===== src/mg3d_pkg.sv =====
package mg3d_pkg;

    localparam int MAX_DIM_X   = 64;
    localparam int MAX_DIM_Y   = 64;
    localparam int MAX_DIM_Z   = 64;
    localparam int MAX_KERNEL  = 8;
    localparam int SAMPLE_BITS = 16;

    localparam int COORD_W      = 6;
    localparam int VOL_SIZE_W   = 7;
    localparam int KER_SIZE_W   = 4;
    localparam int VALUE_W      = 16;
    localparam int VOL_SIZE_RST = 64;
    localparam int KER_SIZE_RST = 1;

    localparam logic [1:0] ACT_MASK    = 2'd0;
    localparam logic [1:0] ACT_VOXEL   = 2'd1;
    localparam logic [1:0] ACT_COMPUTE = 2'd2;
    localparam logic [1:0] ACT_NOP     = 2'd3;

    localparam logic [2:0] REG_VOL_X = 3'd0;
    localparam logic [2:0] REG_VOL_Y = 3'd1;
    localparam logic [2:0] REG_VOL_Z = 3'd2;
    localparam logic [2:0] REG_KER_X = 3'd3;
    localparam logic [2:0] REG_KER_Y = 3'd4;
    localparam logic [2:0] REG_KER_Z = 3'd5;
    localparam int         REG_COUNT = 6;

    localparam int DIM_XY  = (MAX_DIM_X > MAX_DIM_Y) ? MAX_DIM_X : MAX_DIM_Y;
    localparam int DIM_TOP = (DIM_XY > MAX_DIM_Z) ? DIM_XY : MAX_DIM_Z;
    localparam int VD_W    = $clog2(DIM_TOP + 1);
    localparam int KS_W    = $clog2(MAX_KERNEL + 1);
    localparam int KI_W    = (MAX_KERNEL > 1) ? $clog2(MAX_KERNEL) : 1;
    localparam int NW_A    = COORD_W + KI_W + 2;
    localparam int NW_B    = VD_W + 1;
    localparam int NW      = (NW_A > NW_B) ? NW_A : NW_B;

    localparam int VOL_DEPTH  = MAX_DIM_X * MAX_DIM_Y * MAX_DIM_Z;
    localparam int VA_W       = (VOL_DEPTH > 1) ? $clog2(VOL_DEPTH) : 1;
    localparam int MASK_DEPTH = MAX_KERNEL * MAX_KERNEL * MAX_KERNEL;
    localparam int MA_W       = (MASK_DEPTH > 1) ? $clog2(MASK_DEPTH) : 1;

    typedef struct packed {
        logic               start;
        logic [COORD_W-1:0] cx;
        logic [COORD_W-1:0] cy;
        logic [COORD_W-1:0] cz;
    } t_scan_ctrl;

    typedef struct packed {
        logic            busy;
        logic            inrange;
        logic [VA_W-1:0] vaddr;
        logic [MA_W-1:0] maddr;
    } t_scan_stat;

    function automatic logic [VA_W-1:0] vol_index(input logic [NW-1:0] x,
                                                  input logic [NW-1:0] y,
                                                  input logic [NW-1:0] z);
        return VA_W'(z) * VA_W'(MAX_DIM_X * MAX_DIM_Y) + VA_W'(y) * VA_W'(MAX_DIM_X)
             + VA_W'(x);
    endfunction

    function automatic logic [MA_W-1:0] mask_index(input logic [KI_W-1:0] x,
                                                   input logic [KI_W-1:0] y,
                                                   input logic [KI_W-1:0] z);
        return MA_W'(z) * MA_W'(MAX_KERNEL * MAX_KERNEL) + MA_W'(y) * MA_W'(MAX_KERNEL)
             + MA_W'(x);
    endfunction

endpackage


===== src/mg3d_scan.sv =====
module mg3d_scan (
    input  logic                                   i_clk,
    input  logic                                   i_rst_n,
    input  mg3d_pkg::t_scan_ctrl                   i_ctrl,
    input  logic [2:0][mg3d_pkg::KS_W-1:0]         i_kd,
    input  logic [2:0][mg3d_pkg::VD_W-1:0]         i_vd,
    output mg3d_pkg::t_scan_stat                   o_stat
);

    logic                      r_busy;
    logic [mg3d_pkg::KI_W-1:0] r_dx;
    logic [mg3d_pkg::KI_W-1:0] r_dy;
    logic [mg3d_pkg::KI_W-1:0] r_dz;
    logic                      w_lx;
    logic                      w_ly;
    logic                      w_lz;
    logic [mg3d_pkg::NW-1:0]   w_nx;
    logic [mg3d_pkg::NW-1:0]   w_ny;
    logic [mg3d_pkg::NW-1:0]   w_nz;
    logic                      w_inx;
    logic                      w_iny;
    logic                      w_inz;

    assign w_lx = (mg3d_pkg::KS_W'(r_dx) + mg3d_pkg::KS_W'(1)) == i_kd[0];
    assign w_ly = (mg3d_pkg::KS_W'(r_dy) + mg3d_pkg::KS_W'(1)) == i_kd[1];
    assign w_lz = (mg3d_pkg::KS_W'(r_dz) + mg3d_pkg::KS_W'(1)) == i_kd[2];

    always_ff @(posedge i_clk) begin
        if (!i_rst_n) begin
            r_busy <= 1'b0;
            r_dx   <= '0;
            r_dy   <= '0;
            r_dz   <= '0;
        end else if (i_ctrl.start) begin
            r_busy <= (i_kd[0] != '0) && (i_kd[1] != '0) && (i_kd[2] != '0);
            r_dx   <= '0;
            r_dy   <= '0;
            r_dz   <= '0;
        end else if (r_busy) begin
            if (w_lx) begin
                r_dx <= '0;
                if (w_ly) begin
                    r_dy <= '0;
                    if (w_lz) begin
                        r_busy <= 1'b0;
                    end else begin
                        r_dz <= r_dz + mg3d_pkg::KI_W'(1);
                    end
                end else begin
                    r_dy <= r_dy + mg3d_pkg::KI_W'(1);
                end
            end else begin
                r_dx <= r_dx + mg3d_pkg::KI_W'(1);
            end
        end
    end

    assign w_nx = mg3d_pkg::NW'(i_ctrl.cx) + mg3d_pkg::NW'(r_dx) - mg3d_pkg::NW'(i_kd[0] >> 1);
    assign w_ny = mg3d_pkg::NW'(i_ctrl.cy) + mg3d_pkg::NW'(r_dy) - mg3d_pkg::NW'(i_kd[1] >> 1);
    assign w_nz = mg3d_pkg::NW'(i_ctrl.cz) + mg3d_pkg::NW'(r_dz) - mg3d_pkg::NW'(i_kd[2] >> 1);

    assign w_inx = !w_nx[mg3d_pkg::NW-1] && (w_nx < mg3d_pkg::NW'(i_vd[0]));
    assign w_iny = !w_ny[mg3d_pkg::NW-1] && (w_ny < mg3d_pkg::NW'(i_vd[1]));
    assign w_inz = !w_nz[mg3d_pkg::NW-1] && (w_nz < mg3d_pkg::NW'(i_vd[2]));

    always_comb begin
        o_stat.busy    = r_busy;
        o_stat.inrange = w_inx && w_iny && w_inz;
        o_stat.vaddr   = mg3d_pkg::vol_index(w_nx, w_ny, w_nz);
        o_stat.maddr   = mg3d_pkg::mask_index(r_dx, r_dy, r_dz);
    end

endmodule


===== config.mk =====
export PLATFORM = sky130hd
export DESIGN_NAME = mg3d_scan
export DESIGN_NICKNAME = d
export VERILOG_FILES = /design/src/mg3d_pkg.sv /design/src/mg3d_scan.sv
export SDC_FILE = /design/constraint.sdc
export NUM_CORES = 1
export LEC_CHECK = 0
export BUFFER_PORTS_ARGS = -buffer_cell sky130_fd_sc_hd__buf_4
export CAP_MARGIN = 20
export CORE_MARGIN = 2
export CORE_UTILIZATION = 49
export CTS_CLUSTER_DIAMETER = 150
export DETAILED_ROUTE_END_ITERATION = 12
export PLACE_DENSITY = 0.79
export SYNTH_ARGS = -nofsm -noshare
export SYNTH_HDL_FRONTEND = slang
export SYNTH_SLANG_ARGS = --single-unit

===== constraint.sdc =====
create_clock -name i_clk -period 7 [get_ports i_clk]
set_input_delay 0.35 -clock i_clk [delete_from_list [all_inputs] [get_ports i_clk]]
set_output_delay 0.35 -clock i_clk [all_outputs]
set_load 0.02 [all_outputs]

==> impl_metrics.tcl, run 1 <==
set metrics [dict create \
    status "complete, no violations" \
    ys.flop_type "dfxtp_1" \
    tightest_slew_ns 0.971 \
    reg2reg_to "r_dz[2]" \
    avgViaCountPerCell 5.16 \
    r2r_slack_ns 4.59 \
    critPathCaptureType "output pin" \
    holdPathEnd "r_busy" \
    cts_sinks 10 \
    design_area_mm2 0.00340 \
    cts_buffers 3 \
    p_total_uw 510 \
    detail-route-antenna-nets 0 \
    postCtsSetupBuffers 0 \
    placed_cells 485 \
    seq_power_share_pct 11.6 \
    required_ns 6.65 \
    max_stage_delay_ns 0.77 \
    syn_inst 336 \
    gp_congestion 0.859 \
    place_area_mm2 0.00336 \
    powerDensity_mw_per_mm2 150 \
    ys_warn_count 0 \
    num_io_pins 83 \
    timing.fmax_mhz 197 \
    async_flop_share_pct 0 \
    dp_slack_ns 2.17 \
    r2r_cells 7 \
    hold_path_class "input port to register" \
    skew_ns 0.00126 \
    crit_buf_inv 3 \
    hold_viol 0 \
    critPathTopFamily "compound AO/OA/AOI/OAI gates" \
    drv_slew 0 \
    start_util_pct 51.7 \
    rr_startpoint "r_dx[0]" \
    drt-pass1-iter-count 4 \
    clk_latency_ns 0.23 \
    cts_hold_buffers 0 \
    worstSetupPathType "register to output pin" \
    diodes 0 \
    grt_pass1_vias 2410 \
    cap_violations 0 \
    syn-num-nets 458 \
    p_int_uw 279 \
    mappedNetlistArea_mm2 0.00268 \
    p_sw_share_pct 45.4 \
    cts_resized 0 \
    grt_pass1_wl_um 10500 \
    comb_power_share_pct 77.2 \
    grt_overflow_total 0 \
    crit_path_top_delay_cell "a21boi_0" \
    ys_seq_area_share_pct 7.48 \
    whs_path_depth 2 \
    route.detailed.wl_per_inst_um 12.7 \
    die_area_mm2 0.00607 \
    cp-start-kind "register" \
    row_count 26 \
    min_period_ns 5.07 \
    ir_drop_mv 0.168 \
    ys_types 50 \
    clk_pin_slew_ns 0.04 \
    synth_edf_count 0 \
    area_delta_synth_final_pct 27.1 \
    grt_use_total_pct 20.6 \
    worstPathMaxFanout 6 \
    leakagePower_nw 1.86 \
    finalCritPeriodShare_pct 72.4 \
    clockBufferDepth 2 \
    antenna_found_initial 0 \
    ys_ff_latch 10 \
    first_iter_violations 102 \
    remaining_drc_errors 0 \
    fin_cells 488 \
    syn_avg_cell_area_um2 7.96 \
    routed_wl_um 6190 \
    root_buffer "clkbuf_8" \
    finalWorstSetupSlack_ns 1.93 \
    grt_max_degree 11 \
    fin_setup_tns_ns 0 \
    worstHoldStart "i_rst_n" \
    cts_tree "yes" \
    dieHeight_um 77.9 \
    cts_max_level 1 \
    nNetsFinal 542 \
    vias 2518 \
    portBuffers 82 \
    switchingPower_uw 232 \
    maxSlewHeadroom_pct 34.7 \
    rsz0062_at_grt "false" \
    dpl.hpwl_um 5340 \
    crit_chain "inv_1 -> fa_1 -> inv_1 -> ha_1 -> a21o_1 -> a21oi_1 -> o21bai_1 -> a21o_1 -> a21boi_0 -> ha_1 -> a211oi_1 -> o21bai_1 -> a21oi_1 -> nor3b_1 -> o221ai_1 -> xnor2_1 -> buf_4" \
    die_x_um 77.9 \
    p_clk_share_pct 11.2 \
    finalSetupViolCount 0 \
    core_mm2 0.00517 \
    cp.arrival_ns 4.72 \
    drive_gt1_share_pct 22.2 \
]
registers in the layout, indices dropped and copies added (netlist names):
register,count
r_dy,3
r_dx,3
r_busy,1
r_dz,3
stage by stage:
| step | hold WS [ns] | util, % |
|---|---|---|
| after floorplan | 0.468 | - |
| after CTS | 0.336 | 65.7 |
| after global routing | 0.340 | 65.7 |
| final | 0.337 | 65.7 |
| after detailed placement | 0.533 | 64.9 |
| after global placement | 0.522 | 64.9 |
logic make-up after synthesis:
logic type | count (synthesis) | share of synthesized area [%]
adder cells (fa/ha/maj) | 68 | 34.6
flip-flops | 10 | 7.48
XOR/XNOR | 33 | 10.8
AO/OA/AOI/OAI | 79 | 21.3
multiplexers | 1 | 0.374
buffers and inverters | 77 | 11.1
AND/OR/NAND/NOR | 68 | 14.3
cell usage after synthesis, types with 4 or more instances:
cell type  number  area share, %
a21o_1         16            4.5
a21oi_1        20            3.7
dfxtp_1        10            7.5
fa_1           10            7.5
ha_1           58             27
inv_1          74             10
nand2_1        10            1.4
nand2b_1        6            1.4
nand3_1         5           0.94
nor2_1         15            2.1
nor2b_1         6            1.4
o21a_1          4            1.1
o21ai_0         8            1.5
o21bai_1        6            1.7
or3_1           5            1.2
xnor2_1        21            6.9
xor2_1         12            3.9
worst reg2reg max path, delay by kind of cell, from the launching register on:
| family | cells | cell delay [ns] |
|---|---|---|
| compound gates | 3 | 0.74 |
| xor+xnor | 1 | 0.19 |
| fa+ha+maj | 1 | 0.28 |
| flops | 1 | 0.38 |
| simple gates | 2 | 0.73 |
worst max-delay path by stage:
stage	start	to	slack (ns)	cells after the start
after floorplan	r_dx[1]	o_stat[26]	2.55	16
after global placement	i_ctrl[13]	o_stat[24]	2.33	18
after detailed placement	i_ctrl[13]	o_stat[24]	2.17	18
after CTS	r_dx[1]	o_stat[24]	1.91	17
after global routing	r_dx[1]	o_stat[24]	1.57	17
final	r_dx[1]	o_stat[24]	1.93	17
layout make-up:
class	count	area (µm²)
multi-input cells	249	2180
fillers	452	1770
repair buffers	82	616
inverters	74	278
flip-flops and latches	10	200
well taps	70	87.6
clock buffers	3	41.3
layout by cell type, fill, tap and decap left out, drive strengths merged, types with 2 or more instances in the layout:
cell type,count
a21boi,2
nor2b,6
nand3b,2
clkbuf,3
xnor2,21
a211oi,5
ha,58
nor2,15
dfxtp,10
nand4,3
nand2,10
or3,6
a21oi,20
a21o,16
o21ai,10
buf,82
nand4b,2
inv,74
nand2b,6
o21bai,6
o21a,4
nor4,3
a21bo,3
nand3,5
xor2,12
fa,10
nor3,3
nor3b,4
power groups by stage:
stage	clock (mW)	combinational (mW)	sequential, mW
2_1_floorplan	0	0.260	0.0603
3_3_place_gp	0	0.386	0.0603
3_5_place_dp	0	0.392	0.0604
4_1_cts	0.0579	0.395	0.0594
5_1_grt	0.0621	0.433	0.0594
6_report	0.0572	0.394	0.0594
metal layers:
| metal | vias up | routed length (µm) | track usage [%] |
|---|---|---|---|
| met5 | - | 0 | 0 |
| met2 | 85 | 2880 | 35.3 |
| met3 | 6 | 410 | 2.79 |
| met4 | 0 | 41 | 2.68 |
| li1 | 1310 | - | - |
| met1 | 1117 | 2850 | 28.2 |
Power figures use the tool's default switching activity.
==> run 2, diff against run 1 <==
==> constraint.sdc (replaced) <==
create_clock -name i_clk -period 4.92 [get_ports i_clk]
set_input_delay 0.246 -clock i_clk [delete_from_list [all_inputs] [get_ports i_clk]]
set_output_delay 0.246 -clock i_clk [all_outputs]
set_load 0.02 [all_outputs]
==> run 2 against run 1 <==
Net effect:
- cell count up 0.41%
- final area up 0.55%
- utilization up 0.36 points
- sequential cell count unchanged
- highest routed layer unchanged
- clock power up 44%
- non-clock buffer count up 2
- sequential share of layout area about the same
- sequential power up 42%
==> impl_metrics.tcl, run 2 (synthesis gave the netlist of run 1 again) <==
set metrics [dict create \
    remaining_drc_errors 0 \
    crit_chain "inv_1 -> ha_1 -> inv_1 -> ha_1 -> inv_1 -> fa_1 -> nor2b_1 -> o21a_1 -> o21ai_0 -> a21oi_1 -> nor2_1 -> xnor2_1 -> ha_1 -> fa_1 -> a21o_1 -> a21oi_1 -> nor2b_1 -> o21bai_2 -> o21bai_1 -> xor2_1 -> buf_4" \
    routed_wl_um 6160 \
    start_util_pct 51.7 \
    timing.fmax_mhz 225 \
    nNetsFinal 544 \
    cts_max_level 1 \
    crit_path_top_delay_cell "fa_1" \
    route.detailed.wl_per_inst_um 12.6 \
    grt_use_total_pct 20.9 \
    powerDensity_mw_per_mm2 213 \
    p_sw_share_pct 45.4 \
    cap_violations 0 \
    diodes 0 \
    skew_ns 0.00327 \
    final_cell_mix "84 x buf_4, 74 x inv_1, 58 x ha_1" \
    die_x_um 77.9 \
    grt_pass1_vias 2417 \
    worstPathMaxFanout 7 \
    antenna_found_initial 0 \
    critPathTopFamily "adder cells" \
    dpl.hpwl_um 5330 \
    grt_pass1_wl_um 10700 \
    detail-route-antenna-nets 0 \
    leakagePower_nw 1.87 \
    seq_power_share_pct 11.6 \
    area_delta_synth_final_pct 27.8 \
    num_io_pins 83 \
    postCtsSetupBuffers 0 \
    vias 2519 \
    p_int_uw 397 \
    finalSetupViolCount 0 \
    cts_buffers 3 \
    clk_latency_ns 0.23 \
    comb_power_share_pct 77.1 \
    worstSetupPathType "register to output pin" \
    drt-pass1-iter-count 4 \
    drv_slew 0 \
    cp.arrival_ns 4.20 \
    crit_buf_inv 4 \
    drive_gt1_share_pct 22.9 \
    maxSlewHeadroom_pct 72.2 \
    first_iter_violations 113 \
    tightest_slew_ns 0.406 \
    max_stage_delay_ns 0.47 \
    required_ns 4.67 \
    die_area_mm2 0.00607 \
    cp-start-kind "register" \
    fin_setup_tns_ns 0 \
    row_count 26 \
    clockBufferDepth 2 \
    cts_tree "yes" \
    status "complete, no violations" \
    final_common_cell "buf_4" \
    grt_overflow_total 0 \
    p_total_uw 727 \
    grt_max_degree 11 \
    switchingPower_uw 330 \
    ir_drop_mv 0.194 \
    min_period_ns 4.44 \
    avgViaCountPerCell 5.14 \
    root_buffer "clkbuf_8" \
    finalCritPeriodShare_pct 90.3 \
    portBuffers 82 \
    core_mm2 0.00517 \
    dieHeight_um 77.9 \
    critPathCaptureType "output pin" \
    reg_top3 "r_dx x3, r_dy x3, r_dz x3" \
    p_clk_share_pct 11.3 \
    rsz0062_at_grt "false" \
    cts_sinks 10 \
    clk_pin_slew_ns 0.05 \
    hold_viol 0 \
    hold_path_class "input port to register" \
    gp_congestion 0.931 \
]
==> run 2: cell count changes in the layout (fill, tap and decap cells not counted) <==
cell      delta
buf_4        +2
o21bai_1     -1
o21bai_2     +1
==> run 2: final cells by class <==
type	instances	area (µm²)
multi-input cells	249	2180
fillers	447	1750
repair buffers	84	631
inverters	74	278
flip-flops and latches	10	200
well taps	70	87.6
clock buffers	3	41.3
==> run 2: layer usage <==
metal | GRT usage (%) | wire length, µm | vias up
met2 | 34.7 | 2930 | 87
met4 | 1.79 | 27 | 0
met5 | 0 | 0 | -
met1 | 29.7 | 2820 | 1121
li1 | - | - | 1307
met3 | 3.02 | 378 | 4
==> run 2: repair_timing <==
action / 4_1_cts / 5_1_grt
resized for setup: 0 / 1
setup endpoints to repair: 0 / 1
hold buffers: 0 / 0
==> run 2: power by group through the flow <==
stage / clock network [mW] / registers [mW] / logic (mW)
CTS: 0.0824 / 0.0844 / 0.562
finish: 0.0822 / 0.0845 / 0.560
global route: 0.0893 / 0.0846 / 0.623
global placement: 0 / 0.0858 / 0.550
detailed placement: 0 / 0.0859 / 0.557
floorplan: 0 / 0.0858 / 0.370
==> run 2: final timing paths <==
| kind | cells after the start | to | slack (ns) | start |
|---|---|---|---|---|
| worst max-delay path | 21 | o_stat[23] | 0.48 | r_dx[0] |
| worst min-delay path | 2 | r_busy | 0.25 | i_rst_n |
| worst max register to register | 7 | r_dz[2] | 2.54 | r_dx[0] |
| worst min register to register | 2 | r_dy[1] | 0.53 | r_dy[1] |
==> run 2: stage by stage <==
step / hold slack [ns] / worst slack (ns) / utilization (%) / cell area [µm²] / std cells
after floorplan: 0.364 / 0.578 / - / 2680 / 336
after global placement: 0.466 / 0.734 / 65.2 / 3370 / 487
after detailed placement: 0.480 / 0.636 / 65.2 / 3370 / 487
after CTS: 0.250 / 0.359 / 66.0 / 3410 / 490
after global routing: 0.241 / 0.0750 / 66.1 / 3420 / 490
final: 0.252 / 0.476 / 66.1 / 3420 / 490
==> run 3, diff against run 2 <==
--- a/config.mk
+++ b/config.mk
@@ -7,6 +7,7 @@
 export LEC_CHECK = 0
 export BUFFER_PORTS_ARGS = -buffer_cell sky130_fd_sc_hd__buf_4
 export CAP_MARGIN = 20
+export CORE_ASPECT_RATIO = 0.7
 export CORE_MARGIN = 2
 export CORE_UTILIZATION = 49
 export CTS_CLUSTER_DIAMETER = 150
==> run 3 against run 2 <==
Net effect:
- clock power up 24%
- sequential share of layout area about the same
- cell count up 0.61%
- maximum frequency down 1.8%
- combinational power up 2%
- clock skew down 0.00063 ns
- critical endpoint is now o_stat[27]
- largest cell class unchanged
==> impl_metrics.tcl, run 3 (synthesis gave the netlist of run 1 again) <==
set metrics [dict create \
    cts_hold_buffers 0 \
    holdPathEnd "r_busy" \
    die_x_um 92.3 \
    row_count 22 \
    cp.arrival_ns 4.28 \
    finalWorstSetupSlack_ns 0.393 \
    cts_max_level 1 \
    portBuffers 82 \
    dieHeight_um 65.8 \
    first_iter_violations 161 \
    rsz0062_at_grt "false" \
    worstSetupPathType "register to output pin" \
    drv_slew 0 \
    nNetsFinal 544 \
    clk_latency_ns 0.24 \
    crit_path_top_delay_cell "dfxtp_1" \
    r2r_cells 7 \
    reg2reg_to "r_dz[2]" \
    gp_congestion 0.937 \
    area_delta_synth_final_pct 28.4 \
    p_total_uw 758 \
    cts_tree "yes" \
    start_util_pct 50.9 \
    grt_pass1_vias 2391 \
    num_io_pins 83 \
    drive_gt1_share_pct 23.3 \
    reg_top3 "r_dx x3, r_dy x3, r_dz x3" \
    drt-pass1-iter-count 4 \
    whs_path_depth 2 \
    r2r_slack_ns 2.54 \
    hold_path_class "input port to register" \
    clk_pin_slew_ns 0.05 \
    antenna_found_initial 0 \
    worstPathMaxFanout 7 \
    max_stage_delay_ns 0.46 \
    fin_setup_tns_ns 0 \
    finalCritPeriodShare_pct 92.0 \
    crit_chain "inv_1 -> ha_1 -> inv_1 -> ha_1 -> inv_1 -> fa_1 -> nor2b_1 -> o21a_1 -> o21ai_0 -> nand2b_1 -> a21oi_1 -> xnor2_1 -> ha_1 -> nand3_1 -> o21ai_0 -> a2111oi_0 -> o2111ai_1 -> nor4_1 -> buf_4" \
    grt_pass1_wl_um 10600 \
    leakagePower_nw 1.87 \
    ir_drop_mv 0.170 \
    die_area_mm2 0.00608 \
    grt_overflow_total 0 \
    worstHoldStart "i_rst_n" \
    dpl.hpwl_um 5640 \
    powerDensity_mw_per_mm2 221 \
    rr_startpoint "r_dx[0]" \
    avgViaCountPerCell 5.17 \
    grt_use_total_pct 21.7 \
    detail-route-antenna-nets 0 \
    route.detailed.wl_per_inst_um 13.2 \
    core_mm2 0.00526 \
    skew_ns 0.00263 \
    tightest_slew_ns 0.455 \
    timing.fmax_mhz 221 \
    final_common_cell "buf_4" \
    cts_sinks 10 \
    cap_violations 0 \
    root_buffer "clkbuf_8" \
    clockBufferDepth 2 \
    routed_wl_um 6500 \
    status "complete, no violations" \
    maxSlewHeadroom_pct 69.4 \
    remaining_drc_errors 0 \
    dp_slack_ns 0.532 \
    critPathCaptureType "output pin" \
    finalSetupViolCount 0 \
    grt_max_degree 11 \
    cts_buffers 3 \
    cp-start-kind "register" \
    final_cell_mix "84 x buf_4, 74 x inv_1, 58 x ha_1" \
    diodes 0 \
    required_ns 4.67 \
    hold_viol 0 \
    min_period_ns 4.53 \
    vias 2551 \
]
-- run 3: metal layers --
metal	vias up	global-route usage (%)	share of wire, %	wire length [µm]
met3	4	3.19	6.3	411
met5	-	0	0	0
met4	0	5.04	0.69	45
met1	1170	31.0	50	3250
met2	68	34.7	43	2790
li1	1309	-	-	-
-- run 3: worst max-delay path by stage --
stage	to	cells past startpoint	slack [ns]	start
after detailed placement	o_stat[25]	21	0.53	r_dx[0]
after CTS	o_stat[25]	21	0.26	r_dx[0]
after floorplan	o_stat[26]	16	0.58	r_dx[1]
after global routing	o_stat[27]	19	0.0009	r_dy[0]
final	o_stat[27]	19	0.39	r_dy[0]
after global placement	o_stat[25]	21	0.65	r_dx[0]
-- run 3: where the power goes --
part           internal (mW)  total, mW  switching, mW
logic                  0.264      0.571          0.307
clock network         0.0703      0.102         0.0316
registers             0.0824     0.0844        0.00203
total                  0.417      0.758          0.341
-- run 3: worst max-delay path, delay by kind of cell (launching register included) --
family | cells | cell delay, ns
fa+ha+maj | 4 | 1.21
compound gates | 6 | 0.99
simple gates | 4 | 0.62
flops | 1 | 0.46
buf+inv | 4 | 0.41
xor+xnor | 1 | 0.36
-- run 3: timing repair --
item / 4_1_cts / 5_1_grt
setup endpoints to repair: 0 / 3
buffers inserted: 0 / 0
gates resized for setup: 0 / 2
-- run 3: final cells by class --
type / instances / area (µm²)
multi-input combinational: 249 / 2180
timing repair buffer: 84 / 631
inverter: 74 / 278
clock buffer: 4 / 55.1
tap: 72 / 90.1
fill: 498 / 1820
sequential: 10 / 201
-- run 3: stage by stage --
step / utilization, % / cell area (µm²) / hold WS [ns] / std cells
6_report: 65.3 / 3440 / 0.222 / 493
5_1_grt: 65.3 / 3440 / 0.236 / 493
4_1_cts: 65.3 / 3430 / 0.218 / 493
3_5_place_dp: 64.2 / 3380 / 0.465 / 489
3_3_place_gp: 64.2 / 3380 / 0.462 / 489
2_1_floorplan: - / 2680 / 0.364 / 336
